<file path="src/design/jrsi_pkg.sv">
// Shared types and constants for the JPEG reserved-segment inserter.
`timescale 1ns / 1ps
`default_nettype none
package jrsi_pkg;

    localparam int RSV_W = 23;   // reserved size and bytes left
    localparam int LEN_W = 16;   // segment length field
    localparam int POS_W = 17;   // byte position inside a segment

    localparam logic [7:0] MARK_PREFIX = 8'hFF;
    localparam logic [7:0] MARK_SOI    = 8'hD8;
    localparam logic [7:0] MARK_APP11  = 8'hEB;
    localparam logic [7:0] SIG_0       = 8'h4A;
    localparam logic [7:0] SIG_1       = 8'h50;
    localparam logic [7:0] SIG_2       = 8'h02;
    localparam logic [7:0] SIG_3       = 8'h11;
    localparam logic [7:0] HINT_0      = 8'h63;
    localparam logic [7:0] HINT_1      = 8'h32;
    localparam logic [7:0] HINT_2      = 8'h70;
    localparam logic [7:0] HINT_3      = 8'h61;

    localparam logic [RSV_W-1:0] MIN_SEG     = 23'd10;
    localparam logic [RSV_W-1:0] MIN_RESERVE = 23'd8;

    localparam logic CMD_IMAGE = 1'b0;
    localparam logic CMD_TICK  = 1'b1;

    localparam logic [2:0] ST_OK        = 3'd0;
    localparam logic [2:0] ST_BAD_MARK  = 3'd1;
    localparam logic [2:0] ST_BAD_SIZE  = 3'd2;
    localparam logic [2:0] ST_SHORT     = 3'd3;
    localparam logic [2:0] ST_REFUSED   = 3'd4;

    typedef enum logic [2:0] {
        PH_IDLE   = 3'd0,
        PH_D8     = 3'd1,
        PH_INSERT = 3'd2,
        PH_PASS   = 3'd3,
        PH_DROP   = 3'd4
    } t_phase;

    typedef struct packed {
        logic       cmd;
        logic [7:0] in_byte;
        logic       in_last;
    } t_in_item;

    typedef struct packed {
        logic [7:0] out_byte;
        logic       out_last;
        logic [2:0] status;
        logic       insert_pending;
    } t_out_item;

endpackage
`default_nettype wire

</file>
<file path="src/design/jpeg_reserved_segment_inserter.sv">
// Result beats are written into a registered result queue when their input beat is accepted.
// One input beat per cycle while the queue has room; a D8 beat with a valid size yields two result beats.
// A four-entry result queue absorbs the pair.
// Reset: synchronous, active low; clears phase, counters, queue and the size reg.
// The config write port is always ready.
`timescale 1ns / 1ps
`default_nettype none
module jpeg_reserved_segment_inserter
    import jrsi_pkg::*;
#(
    parameter int MAX_RESERVE = 4194304,
    parameter int MAX_SEGMENT = 65535
) (
    input  wire logic             i_clk,
    input  wire logic             i_rst_n,
    input  wire logic             i_in_valid,
    output logic                  o_in_ready,
    input  wire t_in_item         i_in_data,
    output logic                  o_out_valid,
    input  wire logic             i_out_ready,
    output t_out_item             o_out_data,
    input  wire logic             i_cfg_valid,
    output logic                  o_cfg_ready,
    input  wire logic [RSV_W-1:0] i_cfg_data
);

    localparam logic [RSV_W-1:0] L_MAX_SEG  = RSV_W'(MAX_SEGMENT);
    localparam logic [RSV_W-1:0] L_MAX_NEAR = RSV_W'(MAX_SEGMENT) + MIN_SEG;
    localparam logic [RSV_W-1:0] L_MAX_RSV  = RSV_W'(MAX_RESERVE);

    t_phase           r_phase, n_phase;
    logic [RSV_W-1:0] r_rsv_size;
    logic [RSV_W-1:0] r_left, n_left;
    logic [LEN_W-1:0] r_seg_len, n_seg_len;
    logic [POS_W-1:0] r_pos, n_pos;
    logic [7:0]       r_seg_num, n_seg_num;
    logic             r_ended, n_ended;

    t_out_item        r_fifo [4];
    logic [1:0]       r_wr_ptr, r_rd_ptr;
    logic [2:0]       r_count;

    logic             accept, pop;
    logic [1:0]       push_cnt;
    t_out_item        res0, res1;

    // next segment split
    logic             rem_big, rem_near;
    logic [LEN_W-1:0] seg_new, len_use;
    logic [RSV_W-1:0] left_new, rem_minus10, rem_minus_max;
    logic [7:0]       num_use, seg_byte;
    logic [POS_W-1:0] pos_inc;
    logic             seg_end;

    assign o_cfg_ready = 1'b1;
    assign o_in_ready  = (r_count <= 3'd2);
    assign o_out_valid = (r_count != 3'd0);
    assign o_out_data  = r_fifo[r_rd_ptr];
    assign accept      = i_in_valid && o_in_ready;
    assign pop         = o_out_valid && i_out_ready;

    assign rem_big       = r_left > L_MAX_SEG;
    assign rem_near      = r_left < L_MAX_NEAR;
    assign rem_minus10   = r_left - MIN_SEG;
    assign rem_minus_max = r_left - L_MAX_SEG;

    always_comb begin
        if (!rem_big) begin
            seg_new  = r_left[LEN_W-1:0];
            left_new = '0;
        end else if (rem_near) begin
            seg_new  = rem_minus10[LEN_W-1:0];
            left_new = MIN_SEG;
        end else begin
            seg_new  = L_MAX_SEG[LEN_W-1:0];
            left_new = rem_minus_max;
        end
    end

    assign len_use = (r_pos == '0) ? seg_new : r_seg_len;
    assign num_use = (r_pos == '0) ? r_seg_num + 8'd1 : r_seg_num;
    assign pos_inc = r_pos + POS_W'(1);
    // a segment is at least ten long, so it never ends on its first byte
    assign seg_end = (r_pos != '0) && (pos_inc >= ({1'b0, r_seg_len} + POS_W'(2)));

    always_comb begin
        if (r_pos >= POS_W'(16)) begin
            seg_byte = 8'h00;
        end else begin
            case (r_pos[3:0])
                4'd0:    seg_byte = MARK_PREFIX;
                4'd1:    seg_byte = MARK_APP11;
                4'd2:    seg_byte = len_use[15:8];
                4'd3:    seg_byte = len_use[7:0];
                4'd4:    seg_byte = SIG_0;
                4'd5:    seg_byte = SIG_1;
                4'd6:    seg_byte = SIG_2;
                4'd7:    seg_byte = SIG_3;
                4'd11:   seg_byte = num_use;
                4'd12:   seg_byte = HINT_0;
                4'd13:   seg_byte = HINT_1;
                4'd14:   seg_byte = HINT_2;
                4'd15:   seg_byte = HINT_3;
                default: seg_byte = 8'h00;
            endcase
        end
    end

    always_comb begin
        n_phase   = r_phase;
        n_left    = r_left;
        n_seg_len = r_seg_len;
        n_pos     = r_pos;
        n_seg_num = r_seg_num;
        n_ended   = r_ended;
        push_cnt  = 2'd0;
        res0      = '0;
        res1      = '0;
        if (accept) begin
            unique case (r_phase)
                PH_INSERT: begin
                    push_cnt = 2'd1;
                    if (i_in_data.cmd == CMD_IMAGE) begin
                        res0 = '{8'h00, 1'b0, ST_REFUSED, 1'b1};
                    end else begin
                        if (r_pos == '0) begin
                            n_seg_len = seg_new;
                            n_left    = left_new;
                            n_seg_num = num_use;
                        end
                        n_pos = pos_inc;
                        res0  = '{seg_byte, 1'b0, ST_OK, 1'b1};
                        if (seg_end) begin
                            n_pos = '0;
                            if (r_left == '0) begin
                                n_phase = r_ended ? PH_IDLE : PH_PASS;
                                res0    = '{seg_byte, r_ended, ST_OK, 1'b0};
                            end
                        end
                    end
                end
                PH_PASS: begin
                    push_cnt = 2'd1;
                    if (i_in_data.cmd == CMD_TICK) begin
                        res0 = '{8'h00, 1'b0, ST_REFUSED, 1'b0};
                    end else begin
                        res0 = '{i_in_data.in_byte, i_in_data.in_last, ST_OK, 1'b0};
                        if (i_in_data.in_last) n_phase = PH_IDLE;
                    end
                end
                PH_DROP: begin
                    if (i_in_data.cmd == CMD_IMAGE && i_in_data.in_last) n_phase = PH_IDLE;
                end
                PH_D8: begin
                    push_cnt = 2'd1;
                    if (i_in_data.cmd == CMD_TICK) begin
                        res0 = '{8'h00, 1'b0, ST_REFUSED, 1'b0};
                    end else if (i_in_data.in_byte != MARK_SOI) begin
                        res0    = '{8'h00, 1'b1, ST_BAD_MARK, 1'b0};
                        n_phase = i_in_data.in_last ? PH_IDLE : PH_DROP;
                    end else if (r_rsv_size < MIN_RESERVE || r_rsv_size > L_MAX_RSV) begin
                        res0    = '{8'h00, 1'b1, ST_BAD_SIZE, 1'b0};
                        n_phase = i_in_data.in_last ? PH_IDLE : PH_DROP;
                    end else begin
                        push_cnt  = 2'd2;
                        n_left    = r_rsv_size + RSV_W'(2);
                        n_seg_len = '0;
                        n_pos     = '0;
                        n_seg_num = '0;
                        n_ended   = i_in_data.in_last;
                        n_phase   = PH_INSERT;
                        res0      = '{MARK_PREFIX, 1'b0, ST_OK, 1'b1};
                        res1      = '{MARK_SOI, 1'b0, ST_OK, 1'b1};
                    end
                end
                default: begin
                    // idle, and any unused phase code
                    if (i_in_data.cmd == CMD_TICK) begin
                        push_cnt = 2'd1;
                        res0     = '{8'h00, 1'b0, ST_REFUSED, 1'b0};
                    end else if (i_in_data.in_last) begin
                        push_cnt = 2'd1;
                        res0     = '{8'h00, 1'b1, ST_SHORT, 1'b0};
                        n_phase  = PH_IDLE;
                    end else if (i_in_data.in_byte != MARK_PREFIX) begin
                        push_cnt = 2'd1;
                        res0     = '{8'h00, 1'b1, ST_BAD_MARK, 1'b0};
                        n_phase  = PH_DROP;
                    end else begin
                        // hold the FF until the D8 arrives
                        n_phase = PH_D8;
                    end
                end
            endcase
        end
    end

    always_ff @(posedge i_clk) begin
        if (!i_rst_n) begin
            r_phase    <= PH_IDLE;
            r_rsv_size <= '0;
            r_left     <= '0;
            r_seg_len  <= '0;
            r_pos      <= '0;
            r_seg_num  <= '0;
            r_ended    <= 1'b0;
            r_wr_ptr   <= '0;
            r_rd_ptr   <= '0;
            r_count    <= '0;
        end else begin
            r_phase   <= n_phase;
            r_left    <= n_left;
            r_seg_len <= n_seg_len;
            r_pos     <= n_pos;
            r_seg_num <= n_seg_num;
            r_ended   <= n_ended;
            if (i_cfg_valid) r_rsv_size <= i_cfg_data;
            r_wr_ptr <= r_wr_ptr + push_cnt;
            if (pop) r_rd_ptr <= r_rd_ptr + 2'd1;
            r_count <= r_count + {1'b0, push_cnt} - {2'b00, pop};
        end
    end

    always_ff @(posedge i_clk) begin
        if (push_cnt != 2'd0) r_fifo[r_wr_ptr] <= res0;
        if (push_cnt == 2'd2) r_fifo[r_wr_ptr + 2'd1] <= res1;
    end

`ifndef SYNTH
    a_count_bound: assert property (@(posedge i_clk) disable iff (!i_rst_n)
        r_count <= 3'd4)
        else $error("result queue overflow");

    a_count_track: assert property (@(posedge i_clk) disable iff (!i_rst_n)
        $past(i_rst_n) |-> r_count == $past(r_count) + {1'b0, $past(push_cnt)}
                                      - {2'b00, $past(pop)})
        else $error("queue count does not follow push and pop");

    a_pos_bound: assert property (@(posedge i_clk) disable iff (!i_rst_n)
        (r_phase == PH_INSERT && r_pos != '0) |-> r_pos <= ({1'b0, r_seg_len} + POS_W'(1)))
        else $error("segment position past segment end");

    a_err_zero: assert property (@(posedge i_clk) disable iff (!i_rst_n)
        (o_out_valid && o_out_data.status != ST_OK) |-> o_out_data.out_byte == 8'h00)
        else $error("error beat carries a nonzero byte");

    a_pair_push: assert property (@(posedge i_clk) disable iff (!i_rst_n)
        (push_cnt == 2'd2) |=> r_phase == PH_INSERT)
        else $error("marker pair pushed without entering insertion");
`endif

endmodule
`default_nettype wire

</file>
<file path="config.mk">
export PLATFORM = sky130hd
export DESIGN_NAME = jpeg_reserved_segment_inserter
export DESIGN_NICKNAME = d
export VERILOG_FILES = /design/src/design/jrsi_pkg.sv /design/src/design/jpeg_reserved_segment_inserter.sv
export SDC_FILE = /design/constraint.sdc
export NUM_CORES = 1
export LEC_CHECK = 0
export BUFFER_PORTS_ARGS = -buffer_cell sky130_fd_sc_hd__buf_2
export CORE_MARGIN = 1.5
export CORE_UTILIZATION = 30
export CTS_CLUSTER_SIZE = 16
export DETAILED_ROUTE_END_ITERATION = 10
export SLEW_MARGIN = 20
export SYNTH_ARGS = -nofsm -noshare
export SYNTH_HDL_FRONTEND = slang
export SYNTH_SLANG_ARGS = --single-unit
</file>
<file path="constraint.sdc">
create_clock -name i_clk -period 4.11 [get_ports i_clk]
set_input_delay 0.822 -clock i_clk [delete_from_list [all_inputs] [get_ports i_clk]]
set_output_delay 0.822 -clock i_clk [all_outputs]
set_load 0.05 [all_outputs]
</file>
==> results.ini <==
[cts]
cts_num_sinks = 152
cts_root_buffer = clkbuf_16
h-tree-depth = 4
cts_resized = 0
cts_buffers = 17
cts_buffer_depth = 2
worstSkewPairLatency_ps = 440
cts_setup_buffers = 0
clk_pin_slew_ps = 70
holdBufCountCts = 0
tritoncts = built

[logic_synthesis]
synth_cell_types = 88
async_flop_share_pct = 0
synthCells = 1193
synth_edf_count = 20
syn_avg_cell_area_um2 = 8.21
syn_area_um2 = 9790
synthFlopType = dfxtp_1
synthesis.nets = 1265
ys_warn_count = 0
synth_seq_area_share_pct = 33.1
synth-seq-cells = 152

[global_routing]
antenna_found_initial = 0
grt_pass1_wl_um = 47300
grt_max_degree = 44
overflow = 0
grt_pass1_vias = 8608
track_usage_pct = 17.8

[die]
initial_core_util_pct = 30.7
rows = 65
die_w_um = 184
die_height_um = 184
ios = 54
core_area_um2 = 31900
die-area_um2 = 33700

[sta]
finalSetupViolCount = 0
fin_crit_sh_pct = 93.4
finClkSkew_ps = 13.0
hold_viol = 0
slew_headroom_pct = 36.8
fin_setup_tns_ps = 0
worst-slew-pin-transition_ps = 946
slew_violations = 0
holdWs_ps = 456
period_needed_ps = 3840
rsz0062_at_grt = no
fin_ws_ps = 273
fmax_mhz = 261

[placed_design]
gp_congestion = 0.882
port_buffers = 52
hpwlAfterDp_um = 21400
post-place-cells = 1645
pre_cts_ws_ps = 234

[route]
routed_wl_um = 29100
via_count = 9119
final_antenna_net_count = 0
dr.pass1.iters = 5
drtIter0Drc = 877
wl_per_cell_um = 17.4
viasPerCell = 5.44
route.detailed.drc = 0

[critical_path]
reg2reg_to = r_pos[14]
crit_path_end = r_pos[14]
worstReg2RegStart = r_pos[0]
endpoint_kind = flip-flop
worstSetupStartpointType = flip-flop
path_max_fanout = 8
reg2reg_depth = 13
arrival_ps = 4210
setup.worst_path.start = r_pos[0]
crit_required_ps = 4480
rrSetupSlack_ps = 270
critical_path_class = flip-flop to flip-flop

[flow_run]
cap_violations = 0

[power_and_ir_drop]
ir_worst_vdd_uv = 285
leakage_nw = 4.15
p_per_area_nw_per_um2 = 405

[cells_and_area]
mostFrequentLayoutCells = nor2_1 (136), nand2_1 (134), dfxtp_1 (132), a21oi_1 (87), o21ai_0 (68)
mostFrequentLayoutCell = nor2_1
nNetsFinal = 1301
drive_above_1_share_pct = 15.4
stdcell_count = 1677
diodes = 0
utilization_pct = 35.1
syn2layout_area_growth_pct = 14.4

[min_path]
min_path_cells = 2
hp-class = flip-flop to flip-flop

[run_status]
status = finished, final reports clean

## critical path: stages, from the launching register on
cell	delay (ps)
dfxtp_1	470
inv_1	130
or4_1	650
nor4_2	250
and3_1	220
xnor2_1	140
inv_1	70
ha_1	310
a21oi_1	150
nor2b_1	60
o21ai_0	290
nand3_2	210
or4b_2	670
a31oi_1	140
## how the worst min path moves through the flow
| stage | from | endpoint | slack (ps) |
|---|---|---|---|
| after floorplan | r_fifo[3][4] | r_fifo[3][4] | 410 |
| after global placement | r_fifo[1][4] | r_fifo[1][4] | 420 |
| after detailed placement | r_fifo[3][7] | r_fifo[3][7] | 440 |
| after CTS | r_fifo[2][5] | r_fifo[2][5] | 460 |
| after global routing | r_fifo[3][3] | r_fifo[3][3] | 480 |
| final | r_fifo[1][6] | r_fifo[1][6] | 460 |
## metrics by stage
step / power, W / area [µm²]
after global routing: 0.00475 / 11200
after floorplan: 0.00259 / 9790
after global placement: 0.00285 / 10600
final: 0.00454 / 11200
after detailed placement: 0.00286 / 10600
after CTS: 0.00456 / 11200
## cells in the mapped netlist, types with 4 or more instances
cell type / instances / area share (%)
nor2_1: 136 / 5.2
nand2_1: 134 / 5.1
dfxtp_1: 132 / 27
a21oi_1: 87 / 4.4
o21ai_0: 68 / 3.5
inv_1: 49 / 1.9
clkbuf_1: 43 / 1.6
mux2i_1: 39 / 4.0
nor3_1: 37 / 1.9
xnor2_1: 35 / 3.1
ha_1: 33 / 4.2
nand3_1: 33 / 1.7
xor2_1: 21 / 1.9
buf_2: 20 / 1.0
edfxtp_1: 20 / 6.1
nand4_1: 19 / 1.2
a211oi_1: 17 / 1.3
and2_1: 16 / 1.0
and3_1: 16 / 1.0
mux4_2: 13 / 3.0
o22ai_1: 12 / 0.77
o32a_1: 12 / 1.2
nor4_1: 11 / 0.70
or4_1: 11 / 0.84
a21o_1: 10 / 0.77
a31oi_1: 10 / 0.64
or3_1: 10 / 0.64
and4_1: 9 / 0.80
nand2b_1: 9 / 0.57
o221a_2: 8 / 0.92
o32ai_1: 8 / 0.72
nor2b_1: 7 / 0.45
or2_2: 7 / 0.45
nand3_2: 4 / 0.41
nor3_2: 4 / 0.41
nor4_2: 4 / 0.51
## kinds of logic (layout without fill, tap and decap cells)
family,Yosys count,after routing,share of synthesized area [%]
compound gates,291,291,20.3
simple gates,488,488,25.1
fa+ha+maj,34,34,4.42
buf+inv,119,168,5.01
other cells,1,1,0.0383
xor+xnor,56,56,5.01
mux,52,52,6.98
flops,152,152,33.1
## layer usage
metal / vias to the layer above / routed length, µm / track usage (%)
met5: - / 77 / 1.78
met4: 2 / 505 / 5.11
met3: 43 / 1960 / 4.16
met2: 301 / 12900 / 27.8
met1: 4362 / 13600 / 24.1
li1: 4411 / - / -
## cell type report
cell class / instances / area, µm²
Clock buffer: 18 / 439
Tap cell: 435 / 544
Fill cell: 3394 / 20700
Clock inverter: 14 / 198
Timing Repair Buffer: 86 / 515
Multi-Input combinational cell: 922 / 6070
Inverter: 50 / 188
Sequential cell: 152 / 3240
## power breakdown
group,leakage (nW),internal [W],switching (W),total (W)
clock network,0.312,0.000952,0.000750,0.00170
registers,1.28,0.00164,0.000149,0.00179
logic,2.56,0.000380,0.000665,0.00104
## flip-flops by register name (all words and copies together), names as in the netlist, named ones only
signal      cells
r_count         3
r_ended         1
r_fifo         52
r_left         23
r_phase         3
r_pos          17
r_rd_ptr        2
r_rsv_size     23
r_seg_len      16
r_seg_num       8
r_wr_ptr        2
No activity file was read; power rests on OpenSTA's default activity.
